--- config.mk ---
export PLATFORM = sky130hd
export DESIGN_NAME = touch_threshold_debounce_core
export DESIGN_NICKNAME = d
export VERILOG_FILES = /design/src/sv/ttd_pkg.sv /design/src/sv/touch_threshold_debounce_core.sv
export SDC_FILE = /design/constraint.sdc
export NUM_CORES = 1
export LEC_CHECK = 0
export BUFFER_PORTS_ARGS = -buffer_cell sky130_fd_sc_hd__buf_4
export CAP_MARGIN = 40
export CORE_UTILIZATION = 45
export CTS_CLUSTER_SIZE = 12
export DETAILED_ROUTE_END_ITERATION = 8
export SETUP_SLACK_MARGIN = 0.1
export SLEW_MARGIN = 20
export SYNTH_ARGS = -nofsm -noshare
export SYNTH_HDL_FRONTEND = slang
export SYNTH_SLANG_ARGS = --single-unit
--- constraint.sdc ---
create_clock -name clk_i -period 20.2 [get_ports clk_i]
set_input_delay 2.02 -clock clk_i [delete_from_list [all_inputs] [get_ports clk_i]]
set_output_delay 2.02 -clock clk_i [all_outputs]
set_load 0.005 [all_outputs]
--- src/sv/ttd_pkg.sv ---
package ttd_pkg;

  localparam int unsigned NumSensorsDefault = 8;

  localparam int unsigned IndexWidth     = 3;
  localparam int unsigned CountWidth     = 13;
  localparam int unsigned TimeWidth      = 32;
  localparam int unsigned CfgWidth       = 16;
  localparam int unsigned ThresholdWidth = 17;
  localparam int unsigned MaskWidth      = 8;

  localparam logic [CfgWidth-1:0]       DebounceReset  = 16'd50;
  localparam logic [CfgWidth-1:0]       OffsetReset    = 16'd0;
  localparam logic [ThresholdWidth-1:0] ThresholdReset = 17'd50;

  // floor(x / 5) as (x * Div5Recip) >> Div5Shift, exact for any 13-bit x.
  localparam logic [15:0]  Div5Recip = 16'd52429;
  localparam int unsigned  Div5Shift = 18;
  localparam int unsigned  Div5ProdWidth = CountWidth + 16;

  typedef enum logic [0:0] {
    REG_DEBOUNCE_MS        = 1'b0,
    REG_CALIBRATION_OFFSET = 1'b1
  } cfg_reg_e;

  typedef enum logic [0:0] {
    CMD_SAMPLE    = 1'b0,
    CMD_CALIBRATE = 1'b1
  } command_e;

endpackage

--- src/sv/touch_threshold_debounce_core.sv ---
// Touch qualifier for up to NUM_SENSORS sensors. Each transfer on the input
// channel either samples one sensor (compare against its threshold, debounce
// against the millisecond time) or calibrates its threshold to
// floor(count * 6 / 5) + calibration_offset. Every input transfer yields
// exactly one output transfer. One item is accepted per cycle unless the
// output is stalled: all per-sensor state sits in flip-flops and is read
// and updated by a single pass of logic between the input register and the
// output register. Configuration writes take effect at the next edge and
// should be made while no item is in flight.
module touch_threshold_debounce_core #(
  parameter int unsigned NUM_SENSORS = ttd_pkg::NumSensorsDefault
) (
  input  logic                                clk_i,
  input  logic                                rst_ni,

  input  logic                                cfg_we_i,
  input  logic                                cfg_index_i,
  input  logic [ttd_pkg::CfgWidth-1:0]        cfg_wdata_i,

  input  logic                                in_valid_i,
  output logic                                in_ready_o,
  input  logic                                command_i,
  input  logic [ttd_pkg::IndexWidth-1:0]      sensor_index_i,
  input  logic [ttd_pkg::CountWidth-1:0]      count_i,
  input  logic [ttd_pkg::TimeWidth-1:0]       now_ms_i,

  output logic                                out_valid_o,
  input  logic                                out_ready_i,
  output logic                                raw_touched_o,
  output logic                                sensor_touched_o,
  output logic [ttd_pkg::MaskWidth-1:0]       touch_mask_o,
  output logic                                any_touched_o,
  output logic [ttd_pkg::IndexWidth-1:0]      first_touch_o
);

  logic [ttd_pkg::CfgWidth-1:0] debounce_q;
  logic [ttd_pkg::CfgWidth-1:0] offset_q;

  logic                               s_valid_q;
  logic                               s_cmd_q;
  logic [ttd_pkg::IndexWidth-1:0]     s_idx_q;
  logic [ttd_pkg::CountWidth-1:0]     s_count_q;
  logic [ttd_pkg::TimeWidth-1:0]      s_now_q;

  logic [ttd_pkg::ThresholdWidth-1:0] thr_q [NUM_SENSORS];
  logic [ttd_pkg::TimeWidth-1:0]      ct_q  [NUM_SENSORS];
  logic [NUM_SENSORS-1:0]             last_raw_q;
  logic [NUM_SENSORS-1:0]             deb_q;
  logic [NUM_SENSORS-1:0]             deb_d;

  logic                               out_valid_q;
  logic                               raw_q;
  logic                               sensor_q;
  logic [ttd_pkg::MaskWidth-1:0]      mask_q;
  logic                               any_q;
  logic [ttd_pkg::IndexWidth-1:0]     first_q;

  logic                               accept;
  logic                               advance;
  logic                               is_sample;
  logic                               is_cal;
  logic [NUM_SENSORS-1:0]             hit;
  logic                               in_range;
  logic [ttd_pkg::ThresholdWidth-1:0] sel_thr;
  logic [ttd_pkg::TimeWidth-1:0]      sel_ct;
  logic                               sel_last;
  logic                               sel_deb;
  logic                               raw;
  logic                               changed;
  logic [ttd_pkg::TimeWidth-1:0]      elapsed;
  logic                               follow;
  logic                               new_deb;
  logic [ttd_pkg::Div5ProdWidth-1:0]  div_prod;
  logic [ttd_pkg::ThresholdWidth-1:0] cal_thr;
  logic [ttd_pkg::MaskWidth-1:0]      mask;
  logic                               any;
  logic [ttd_pkg::IndexWidth-1:0]     first;

  assign advance    = s_valid_q && (!out_valid_q || out_ready_i);
  assign in_ready_o = !s_valid_q || advance;
  assign accept     = in_valid_i && in_ready_o;

  always_ff @(posedge clk_i or negedge rst_ni) begin
    if (!rst_ni) begin
      debounce_q <= ttd_pkg::DebounceReset;
      offset_q   <= ttd_pkg::OffsetReset;
    end else if (cfg_we_i) begin
      unique case (ttd_pkg::cfg_reg_e'(cfg_index_i))
        ttd_pkg::REG_DEBOUNCE_MS:        debounce_q <= cfg_wdata_i;
        ttd_pkg::REG_CALIBRATION_OFFSET: offset_q   <= cfg_wdata_i;
      endcase
    end
  end

  always_ff @(posedge clk_i or negedge rst_ni) begin
    if (!rst_ni) begin
      s_valid_q <= 1'b0;
    end else if (accept) begin
      s_valid_q <= 1'b1;
    end else if (advance) begin
      s_valid_q <= 1'b0;
    end
  end

  always_ff @(posedge clk_i) begin
    if (accept) begin
      s_cmd_q   <= command_i;
      s_idx_q   <= sensor_index_i;
      s_count_q <= count_i;
      s_now_q   <= now_ms_i;
    end
  end

  assign is_cal    = s_cmd_q == ttd_pkg::CMD_CALIBRATE;
  assign is_sample = !is_cal;

  always_comb begin
    hit      = '0;
    sel_thr  = '0;
    sel_ct   = '0;
    sel_last = 1'b0;
    sel_deb  = 1'b0;
    for (int i = 0; i < NUM_SENSORS; i++) begin
      hit[i] = 32'(s_idx_q) == i;
      if (hit[i]) begin
        sel_thr  = thr_q[i];
        sel_ct   = ct_q[i];
        sel_last = last_raw_q[i];
        sel_deb  = deb_q[i];
      end
    end
  end

  assign in_range = |hit;
  assign raw      = is_sample && in_range &&
                    (ttd_pkg::ThresholdWidth'(s_count_q) > sel_thr);
  assign changed  = raw != sel_last;
  assign elapsed  = s_now_q - sel_ct;
  assign follow   = !changed && (elapsed > ttd_pkg::TimeWidth'(debounce_q));
  assign new_deb  = follow ? raw : sel_deb;

  assign div_prod = ttd_pkg::Div5ProdWidth'(s_count_q) *
                    ttd_pkg::Div5ProdWidth'(ttd_pkg::Div5Recip);
  assign cal_thr  = ttd_pkg::ThresholdWidth'(s_count_q) +
                    ttd_pkg::ThresholdWidth'(div_prod[ttd_pkg::Div5ProdWidth-1:
                                                      ttd_pkg::Div5Shift]) +
                    ttd_pkg::ThresholdWidth'(offset_q);

  always_comb begin
    deb_d = deb_q;
    for (int i = 0; i < NUM_SENSORS; i++) begin
      if (hit[i] && is_sample) begin
        deb_d[i] = new_deb;
      end
    end
  end

  always_comb begin
    mask  = '0;
    any   = 1'b0;
    first = '0;
    for (int i = NUM_SENSORS - 1; i >= 0; i--) begin
      if (deb_d[i]) begin
        any   = 1'b1;
        first = ttd_pkg::IndexWidth'(i);
        if (i < ttd_pkg::MaskWidth) begin
          mask[i % ttd_pkg::MaskWidth] = 1'b1;
        end
      end
    end
  end

  always_ff @(posedge clk_i or negedge rst_ni) begin
    if (!rst_ni) begin
      for (int i = 0; i < NUM_SENSORS; i++) begin
        thr_q[i] <= ttd_pkg::ThresholdReset;
        ct_q[i]  <= '0;
      end
      last_raw_q <= '0;
      deb_q      <= '0;
    end else if (advance) begin
      deb_q <= deb_d;
      for (int i = 0; i < NUM_SENSORS; i++) begin
        if (hit[i]) begin
          if (is_cal) begin
            thr_q[i] <= cal_thr;
          end else begin
            last_raw_q[i] <= raw;
            if (changed) begin
              ct_q[i] <= s_now_q;
            end
          end
        end
      end
    end
  end

  always_ff @(posedge clk_i or negedge rst_ni) begin
    if (!rst_ni) begin
      out_valid_q <= 1'b0;
    end else if (advance) begin
      out_valid_q <= 1'b1;
    end else if (out_ready_i) begin
      out_valid_q <= 1'b0;
    end
  end

  always_ff @(posedge clk_i) begin
    if (advance) begin
      raw_q    <= raw;
      sensor_q <= in_range && (is_sample ? new_deb : sel_deb);
      mask_q   <= mask;
      any_q    <= any;
      first_q  <= first;
    end
  end

  assign out_valid_o      = out_valid_q;
  assign raw_touched_o    = raw_q;
  assign sensor_touched_o = sensor_q;
  assign touch_mask_o     = mask_q;
  assign any_touched_o    = any_q;
  assign first_touch_o    = first_q;

endmodule

Word-level counts from Yosys, hierarchy flattened
Cells that the tools add are included.
{"block": "totals", "ff_bits": 505, "inputBits": 71, "output_inout_bits": 16, "elab_cells": 170}
{"block": "op_classes", "add_sub_neg": 3, "n_mul": 1, "n_lt_le_gt_ge": 2, "eq_ne": 8, "muxes": 61, "bitwise_logic": 2, "n_reduce_logical": 53}
{"cell": "32-bit two-way mux", "n": 8}
{"cell": "17-bit two-way mux", "n": 8}
{"cell": "3-bit AND reduction", "n": 16}
{"cell": "1-bit two-way mux", "n": 39}
{"cell": "32-bit by 16-bit greater-than comparator with 1-bit output", "n": 1}
{"cell": "4-bit AND reduction", "n": 8}
{"cell": "32-bit subtractor", "n": 1}
{"cell": "13-bit by 16-bit multiplier with 29-bit output, second input constant", "n": 1}
{"cell": "14-bit by 16-bit adder with 17-bit output", "n": 1}
{"cell": "13-bit by 17-bit greater-than comparator with 1-bit output", "n": 1}
{"cell": "13-bit by 11-bit adder with 14-bit output", "n": 1}
{"cell": "1-bit logical AND", "n": 14}
{"cell": "3-bit == test, second input constant", "n": 4}
{"cell": "3-bit two-way mux", "n": 4}
{"cell": "8-bit OR reduction", "n": 1}
{"cell": "7-bit OR reduction", "n": 1}
{"cell": "3-bit by 2-bit == test with 1-bit output, second input constant", "n": 2}
{"cell": "1-bit logical NOT", "n": 4}
{"cell": "2-bit two-way mux", "n": 2}
{"cell": "2-bit AND reduction", "n": 2}
{"cell": "2-bit nonzero test", "n": 2}
{"cell": "4-bit OR reduction", "n": 1}
{"cell": "3-bit by 1-bit == test with 1-bit output, second input constant", "n": 1}
{"cell": "3-bit logical NOT", "n": 1}
{"cell": "4 further kinds", "n": 6}

Longest topological paths before layout
Gate-level depths: netlist of the first run.
{"block": "depth", "ltp_word": 23, "mapped_depth": 37, "depth_no_buf": 37}

Least setup slack after synthesis of the first run
Ideal clock, no wire load.
{"block": "synth_timing", "kind": "reg2reg", "from": "reg s_count_q[5] (netlist bit)", "to": "reg thr_q[116] (netlist bit)", "setup_time_ps": 125, "t_arrival_ps": 7839, "t_required_ps": 20075, "slack_ps": 12236, "stages_incl_launch_ff": 34, "path_buffers": 0, "synth_period_minus_slack_ps": 7964, "cell_sequence": "edfxtp_1 inv_1 ha_1 fa_1 inv_1 fa_1 inv_1 fa_1 inv_1 fa_1 ha_1 a21o_1 a221oi_1 o21ai_0 a21oi_1 nor2b_1 o21ai_0 a21boi_0 a21o_1 fa_1 inv_1 ha_1 a21o_1 a21oi_1 o21ai_0 a21oi_1 o21ai_0 a21oi_1 o21ai_0 a2111oi_0 o31ai_1 a21oi_2 xnor2_1 mux2_2"}
{"block": "synth_between", "elab_chain_cells": 3}
{"item": "from (decl)", "line_no": "touch_threshold_debounce_core.sv:42", "rtl": "logic [ttd_pkg::CountWidth-1:0] s_count_q;"}
{"item": "from (signal assigned)", "line_no": "touch_threshold_debounce_core.sv:109", "rtl": "s_count_q <= count_i;"}
{"item": "13-bit by 16-bit multiplier with 29-bit output", "line_no": "touch_threshold_debounce_core.sv:142", "rtl": "assign div_prod = ttd_pkg::Div5ProdWidth'(s_count_q) *"}
{"item": "13-bit by 11-bit adder with 14-bit output *", "line_no": "touch_threshold_debounce_core.sv:144", "rtl": "assign cal_thr = ttd_pkg::ThresholdWidth'(s_count_q) +"}
{"item": "14-bit by 16-bit adder with 17-bit output *", "line_no": "touch_threshold_debounce_core.sv:146", "rtl": "ttd_pkg::Div5Shift]) +"}
{"item": "to (signal, indexed assignment)", "line_no": "touch_threshold_debounce_core.sv:176", "rtl": "thr_q[i] <= ttd_pkg::ThresholdReset;"}
{"item": "to (signal, indexed assignment)", "line_no": "touch_threshold_debounce_core.sv:186", "rtl": "thr_q[i] <= cal_thr;"}
{"item": "to (decl)", "line_no": "touch_threshold_debounce_core.sv:45", "rtl": "logic [ttd_pkg::ThresholdWidth-1:0] thr_q [NUM_SENSORS];"}
Mark *: on every way between the ends. The rest lies on a longest branch, timed or not.
A chain may end at the register's enable or synchronous reset.

Final worst setup path of the first run
{"block": "layout_timing", "from": "reg s_count_q[5] (netlist bit)", "to": "reg thr_q[133] (netlist bit)"}
Same word-level chain as after synthesis.

==> run_results.csv, run 1 <==
group,metric,value,unit
yosys,yosys-top-cells-count,"415 x dfrtp_1, 379 x mux2_2, 183 x nand2_1",
yosys,yosysMostFrequentCell,"dfrtp_1",
yosys,synthFlopType,"dfrtp_1",
die,die-area,0.0629,sq mm
critical_path,cp_slowest_stage_delay,0.61,ns
status,status,"finished, final reports clean",
critical_path,rrSetupSlack,11.02,ns
die,rows,90,
critical_path,critPathMaxFanout,9,
critical_path,cp.required,20.70,ns
clock_tree,cts_root_buffer,"clkbuf_16",
yosys,synthesis.area,0.0279,sq mm
drt,ant_nets,0,
global_route,grt_max_degree,196,
sta,rsz0062_at_grt,"false",
sta,post-route-min-period,9.18,ns
yosys,syn_inst,2309,
clock_tree,clockBufferDepth,3,
clock_tree,cts-resized-gates,0,
die,die_w,251,um
clock_tree,clk_pin_slew,0.06,ns
clock_tree,cts_hold_buf,0,
critical_path,r2r-end,"thr_q[133]",
sta,relSlewSlack,42.6,%
drt,wl_per_cell,22.3,um
critical_path,crit_type,"reg2reg",
yosys,synth_nets,2598,
die,initial_utilization,45.8,%
critical_path,cp-start-kind,"register",
die,io-pin-count,87,
critical_path,startpoint,"s_count_q[5]",
global_route,grt_overflow,0,
clock_tree,clock_latency,0.63,ns
drt,num_vias,18700,
yosys,yosys.area.top_type_share,37.3,%
critical_path,reg2reg_from,"s_count_q[5]",
layout,fin_area,0.0314,sq mm
pwr,power,4.54,mW
yosys,ys_ff_latch,505,
sta,post-route-period-util,45.4,%
yosys,ys_seq_area_share,46.6,%
min_path,hold_class,"reg2reg",
critical_path,setup.worst_path.end_class,"register",
clock_tree,cts.sinks,505,
layout,area_delta_synth_final,12.8,%
yosys,ys_top_cells_by_area,"dfrtp_1 37%, mux2_2 15%, ha_1 7.1%",
clock_tree,tritoncts,"done",
run,maxCapViolations,0,
critical_path,cp_slowest_cell,"a2111oi_0",
yosys,syn-mean-instance-area,12.1,sq um
critical_path,critPathArrivalTime,9.68,ns
yosys,synth_area_leader_cell,"dfrtp_1",
yosys,ys_warn_count,0,
sta,fmax,109,MHz
pwr,ir_drop,171,uV
global_route,grt_use_total,23.3,%
sta,hold_ws,0.476,ns
global_route,grt_antenna_before_repair,2,
yosys,synth_edf_count,63,
place,port_buffers,86,
drt,firstDrtPassIters,8,
critical_path,crit_end,"thr_q[133]",
clock_tree,cts_buffers,56,
drt,drt-total-wl,71500,um
drt,avgViaCountPerCell,5.81,
drt,drcViolationCount,0,
critical_path,r2r_cells,33,
sta,setup_violations,0,
place,detailed_place.area,0.0295,sq mm
clock_tree,htree_levels,2,
die,core-area,0.0608,sq mm
sta,hold_viol,0,
sta,tightest_slew,0.850,ns
place,dpl.hpwl,48900,um
die,die_y,251,um
sta,finClkSkew,0.0267,ns
clock_tree,cts_setup_buffers,0,
layout,final_nets,2671,
sta,setup-tns-final,0,ns
yosys,ys_async_sr_fraction,87.5,%
place,gp_congestion,0.886,
pwr,power.density,144,mW/mm^2
yosys,synth_cell_types,80,
global_route,grt_pass1_vias,19300,
pwr,p_leak,14.6,nW
layout,diodes,0,
drt,dr.first_iter.drc_count,1320,
layout,drive_gt1_share,29.0,%
global_route,grt_first_pass_wirelength,113000,um
sta,finalMaxSlewViolations,0,
[worst max-delay path: cells and delay by family, from the launching register on]
kind | cells | cell delay (ns)
DFF | 1 | 0.50
adders and majority gates | 8 | 3.45
and+or+nand+nor | 1 | 0.10
xor gates and xnor gates | 1 | 0.31
muxes | 1 | 0.34
buffers and inverters | 5 | 0.39
AOI/OAI and AO/OA | 17 | 3.97
[how the worst min path moves through the flow]
stage | from | end | depth (start not counted)
2_1_floorplan | thr_q[67] | thr_q[67] | 2
3_3_place_gp | thr_q[96] | thr_q[96] | 2
3_5_place_dp | thr_q[70] | thr_q[70] | 2
4_1_cts | ct_q[129] | ct_q[129] | 2
5_1_grt | thr_q[22] | thr_q[22] | 2
6_report | thr_q[70] | thr_q[70] | 2
[per-stage QoR]
| step | setup slack [ns] | utilization [%] | std cells |
|---|---|---|---|
| floorplan | 12.24 | - | 2309 |
| global placement | 11.31 | 48.2 | 3096 |
| detailed placement | 11.11 | 48.4 | 3102 |
| CTS | 11.06 | 51.6 | 3208 |
| global route | 10.25 | 51.7 | 3212 |
| finish | 11.02 | 51.7 | 3212 |
[final cells by class]
type	count	area, sq um
repair buffers	125	1090
clock buffers	86	1630
clock inverters	20	270
inverters	172	647
well taps	782	978
fillers	5355	29400
multi-input cells	1522	13800
flip-flops and latches	505	13000
[logic make-up after synthesis]
kind of cell	Yosys count	share of synthesized area (%)
and+or+nand+nor	420	7.01
adders and majority gates	218	11.4
buffers and inverters	282	3.91
DFF	505	46.6
muxes	468	20.9
xor gates and xnor gates	37	1.16
AOI/OAI and AO/OA	379	8.97
[power by group]
part | switching [mW] | total [mW] | internal [mW]
clock network | 0.430 | 1.04 | 0.611
logic | 1.14 | 1.98 | 0.839
registers | 0.160 | 1.51 | 1.35
[metal layers]
metal  part of all wire [%]  vias to the layer above  GRT usage, %
met5                  0.015                        -             0
met3                    5.6                       98          4.35
met2                     45                      428          35.7
met1                     48                     9629          34.0
li1                       -                     8497             -
met4                    1.9                        2          5.73
[state kept, by name, summed over array words and instances (netlist names)]
signal / count
deb_q: 8
thr_q: 136
touch_mask_o: 8
s_idx_q: 3
ct_q: 256
first_touch_o: 3
s_valid_q: 1
offset_q: 16
out_valid_o: 1
s_count_q: 13
sensor_touched_o: 1
last_raw_q: 8
s_now_q: 32
is_cal: 1
any_touched_o: 1
debounce_q: 16
raw_touched_o: 1
[layout by cell type, fill, tap and decap left out, types with 63 or more instances in the layout]
master    count
mux2_2      379
nor2_1       77
dfrtp_1     415
buf_4       112
edfxtp_1     63
o21ai_0     114
ha_1        157
a21oi_1      65
inv_1       171
nand2_1     179
Note: power is estimated with default switching activity, not from simulation.
==> run 2: changes to the inputs <==
==> constraint.sdc (replaced) <==
create_clock -name clk_i -period 8.28 [get_ports clk_i]
set_input_delay 0.828 -clock clk_i [delete_from_list [all_inputs] [get_ports clk_i]]
set_output_delay 0.828 -clock clk_i [all_outputs]
set_load 0.005 [all_outputs]
==> run 2 against run 1 <==
Critical path depth fell by 1. Count of clock-buffer cells in the layout fell by 1. Non-clock buffer count rose by 43. Fmax rose by 17%. Flip-flop and latch count did not move. Die area did not move. Wire length rose by 0.94%. Cell count rose by 1.1%. Highest routed layer is now met4. Hold slack got worse by 0.22 ns. Global-route usage rose by 0.28 points. Clock power rose by 130%.
==> run_results.csv, run 2 (synthesized netlist as in run 1, its figures left out) <==
group,metric,value,unit
pwr,p_leak,14.8,nW
sta,relSlewSlack,42.5,%
sta,post-route-period-util,94.7,%
drt,firstDrtPassIters,5,
pwr,power.density,357,mW/mm^2
pwr,clockPowerShare,21.1,%
place,gp_congestion,0.895,
sta,post-route-min-period,7.84,ns
layout,area_delta_synth_final,14.0,%
clock_tree,clk_pin_slew,0.06,ns
die,rows,90,
status,status,"finished, final reports clean",
layout,fin_area,0.0318,sq mm
layout,final_common_cell,"dfrtp_1",
pwr,ir_drop,409,uV
sta,tightest_slew,0.852,ns
pwr,swShare,38.4,%
global_route,grt_antenna_before_repair,0,
critical_path,critPathMaxFanout,8,
clock_tree,cts_buffers,54,
global_route,grt_first_pass_wirelength,114000,um
drt,ant_nets,0,
run,maxCapViolations,0,
clock_tree,cts_root_buffer,"clkbuf_16",
drt,wl_per_cell,22.2,um
critical_path,cp_slowest_stage_delay,0.58,ns
clock_tree,tritoncts,"done",
critical_path,crit_path_frequent_cell,"fa_1",
sta,setup_violations,0,
global_route,grt_use_total,23.5,%
drt,avgViaCountPerCell,5.79,
global_route,grt_pass1_vias,19700,
critical_path,cp.required,8.73,ns
sta,hold_ws,0.256,ns
layout,diodes,0,
sta,rsz0062_at_grt,"false",
pwr,pwr-share-seq,32.7,%
place,detailed_place.area,0.0298,sq mm
die,io-pin-count,87,
clock_tree,clockBufferDepth,3,
critical_path,crit_type,"reg2reg",
layout,final_cell_mix,"415 x dfrtp_1, 379 x mux2_2, 179 x nand2_1, 171 x inv_1, 156 x ha_1",
clock_tree,cts.sinks,505,
critical_path,setup.worst_path.end_class,"register",
pwr,p_int,6.97,mW
clock_tree,clock_latency,0.62,ns
sta,hold_viol,0,
sta,finClkSkew,0.0398,ns
layout,largest_registers,"ct_q x256, thr_q x136, s_now_q x32",
pwr,p_sw,4.35,mW
layout,drive_gt1_share,30.7,%
global_route,grt_max_degree,189,
drt,dr.first_iter.drc_count,1387,
min_path,hold_class,"in2async",
sta,fmax,127,MHz
die,die_w,251,um
place,pre_cts_ws,-0.278,ns
sta,finalMaxSlewViolations,0,
drt,drcViolationCount,0,
layout,final_cells,3248,
sta,worst_slack,0.436,ns
layout,largest_reg_flops,256,
drt,num_vias,18800,
die,die_y,251,um
layout,regMostFlops,"ct_q",
die,die-area,0.0629,sq mm
critical_path,cp_slowest_cell,"fa_1",
layout,postLayoutCoreUtil,52.2,%
pwr,power,11.3,mW
global_route,grt_overflow,0,
critical_path,cp-start-kind,"register",
pwr,comb_power_share,46.3,%
clock_tree,htree_levels,2,
sta,setup-tns-final,0,ns
layout,final_nets,2712,
drt,drt-total-wl,72200,um
place,placed_cells,3140,
place,port_buffers,86,
die,initial_utilization,45.8,%
die,core-area,0.0608,sq mm
critical_path,critPathArrivalTime,8.30,ns
place,dpl.hpwl,49900,um
==> run 2: cell count changes in the layout (fill, tap and decap cells not counted), moves of 3 or more <==
cell,change
buf_4,+42
a21oi_1,-4
a21oi_2,+4
bufinv_16,-3
o21ai_1,+5
clkbuf_8,+4
o21ai_0,-6
clkbuf_1,-4
==> run 2: area by class of cell <==
class                           instances  area, sq um
Inverter                              172          647
Clock inverter                         14          121
Fill cell                            5279        29100
Clock buffer                           85         1640
Tap cell                              782          978
Timing Repair Buffer                  168         1430
Sequential cell                       505        13000
Multi-Input combinational cell       1522        13900
==> run 2: path summary, 6_finish.rpt <==
| path | startpoint | endpoint | slack [ns] | depth (start not counted) |
|---|---|---|---|---|
| max in group asynchronous | rst_ni | ct_q[28] | 6.54 | 3 |
| min in group clk_i | now_ms_i[16] | s_now_q[16] | 0.38 | 1 |
| setup / recovery | s_count_q[8] | thr_q[49] | 0.44 | 32 |
| setup reg to reg | s_count_q[8] | thr_q[49] | 0.44 | 32 |
| hold reg to reg | thr_q[88] | thr_q[88] | 0.47 | 2 |
| hold / removal | rst_ni | thr_q[128] | 0.26 | 1 |
==> run 2: metal layers <==
metal  track usage (%)  share of wire (%)
met5                 0                  0
met4              6.17                2.2
met3              4.19                5.3
met2              36.5                 45
met1              34.1                 47
==> run 2: power groups by stage <==
stage	clock [mW]	sequential [mW]	combinational, mW
2_1_floorplan	0	3.60	3.50
3_3_place_gp	0	3.68	4.76
3_5_place_dp	0	3.73	4.89
4_1_cts	2.44	3.69	4.96
5_1_grt	2.54	3.79	5.84
6_report	2.39	3.70	5.24
==> run 2: critical path: cells and delay by family (launching register included) <==
family	cells	cell delay, ns
flops	1	0.46
compound gates	14	2.29
buf+inv	4	0.35
mux	1	0.28
simple gates	5	0.83
fa+ha+maj	8	3.47
==> run 2: repair_timing <==
item | 4_1_cts | 5_1_grt
endpoints found under the setup margin | 40 | 56
pin swaps | 3 | 13
buffers inserted | 0 | 6
gates resized for setup | 7 | 20
hold buffers | 0 | 0
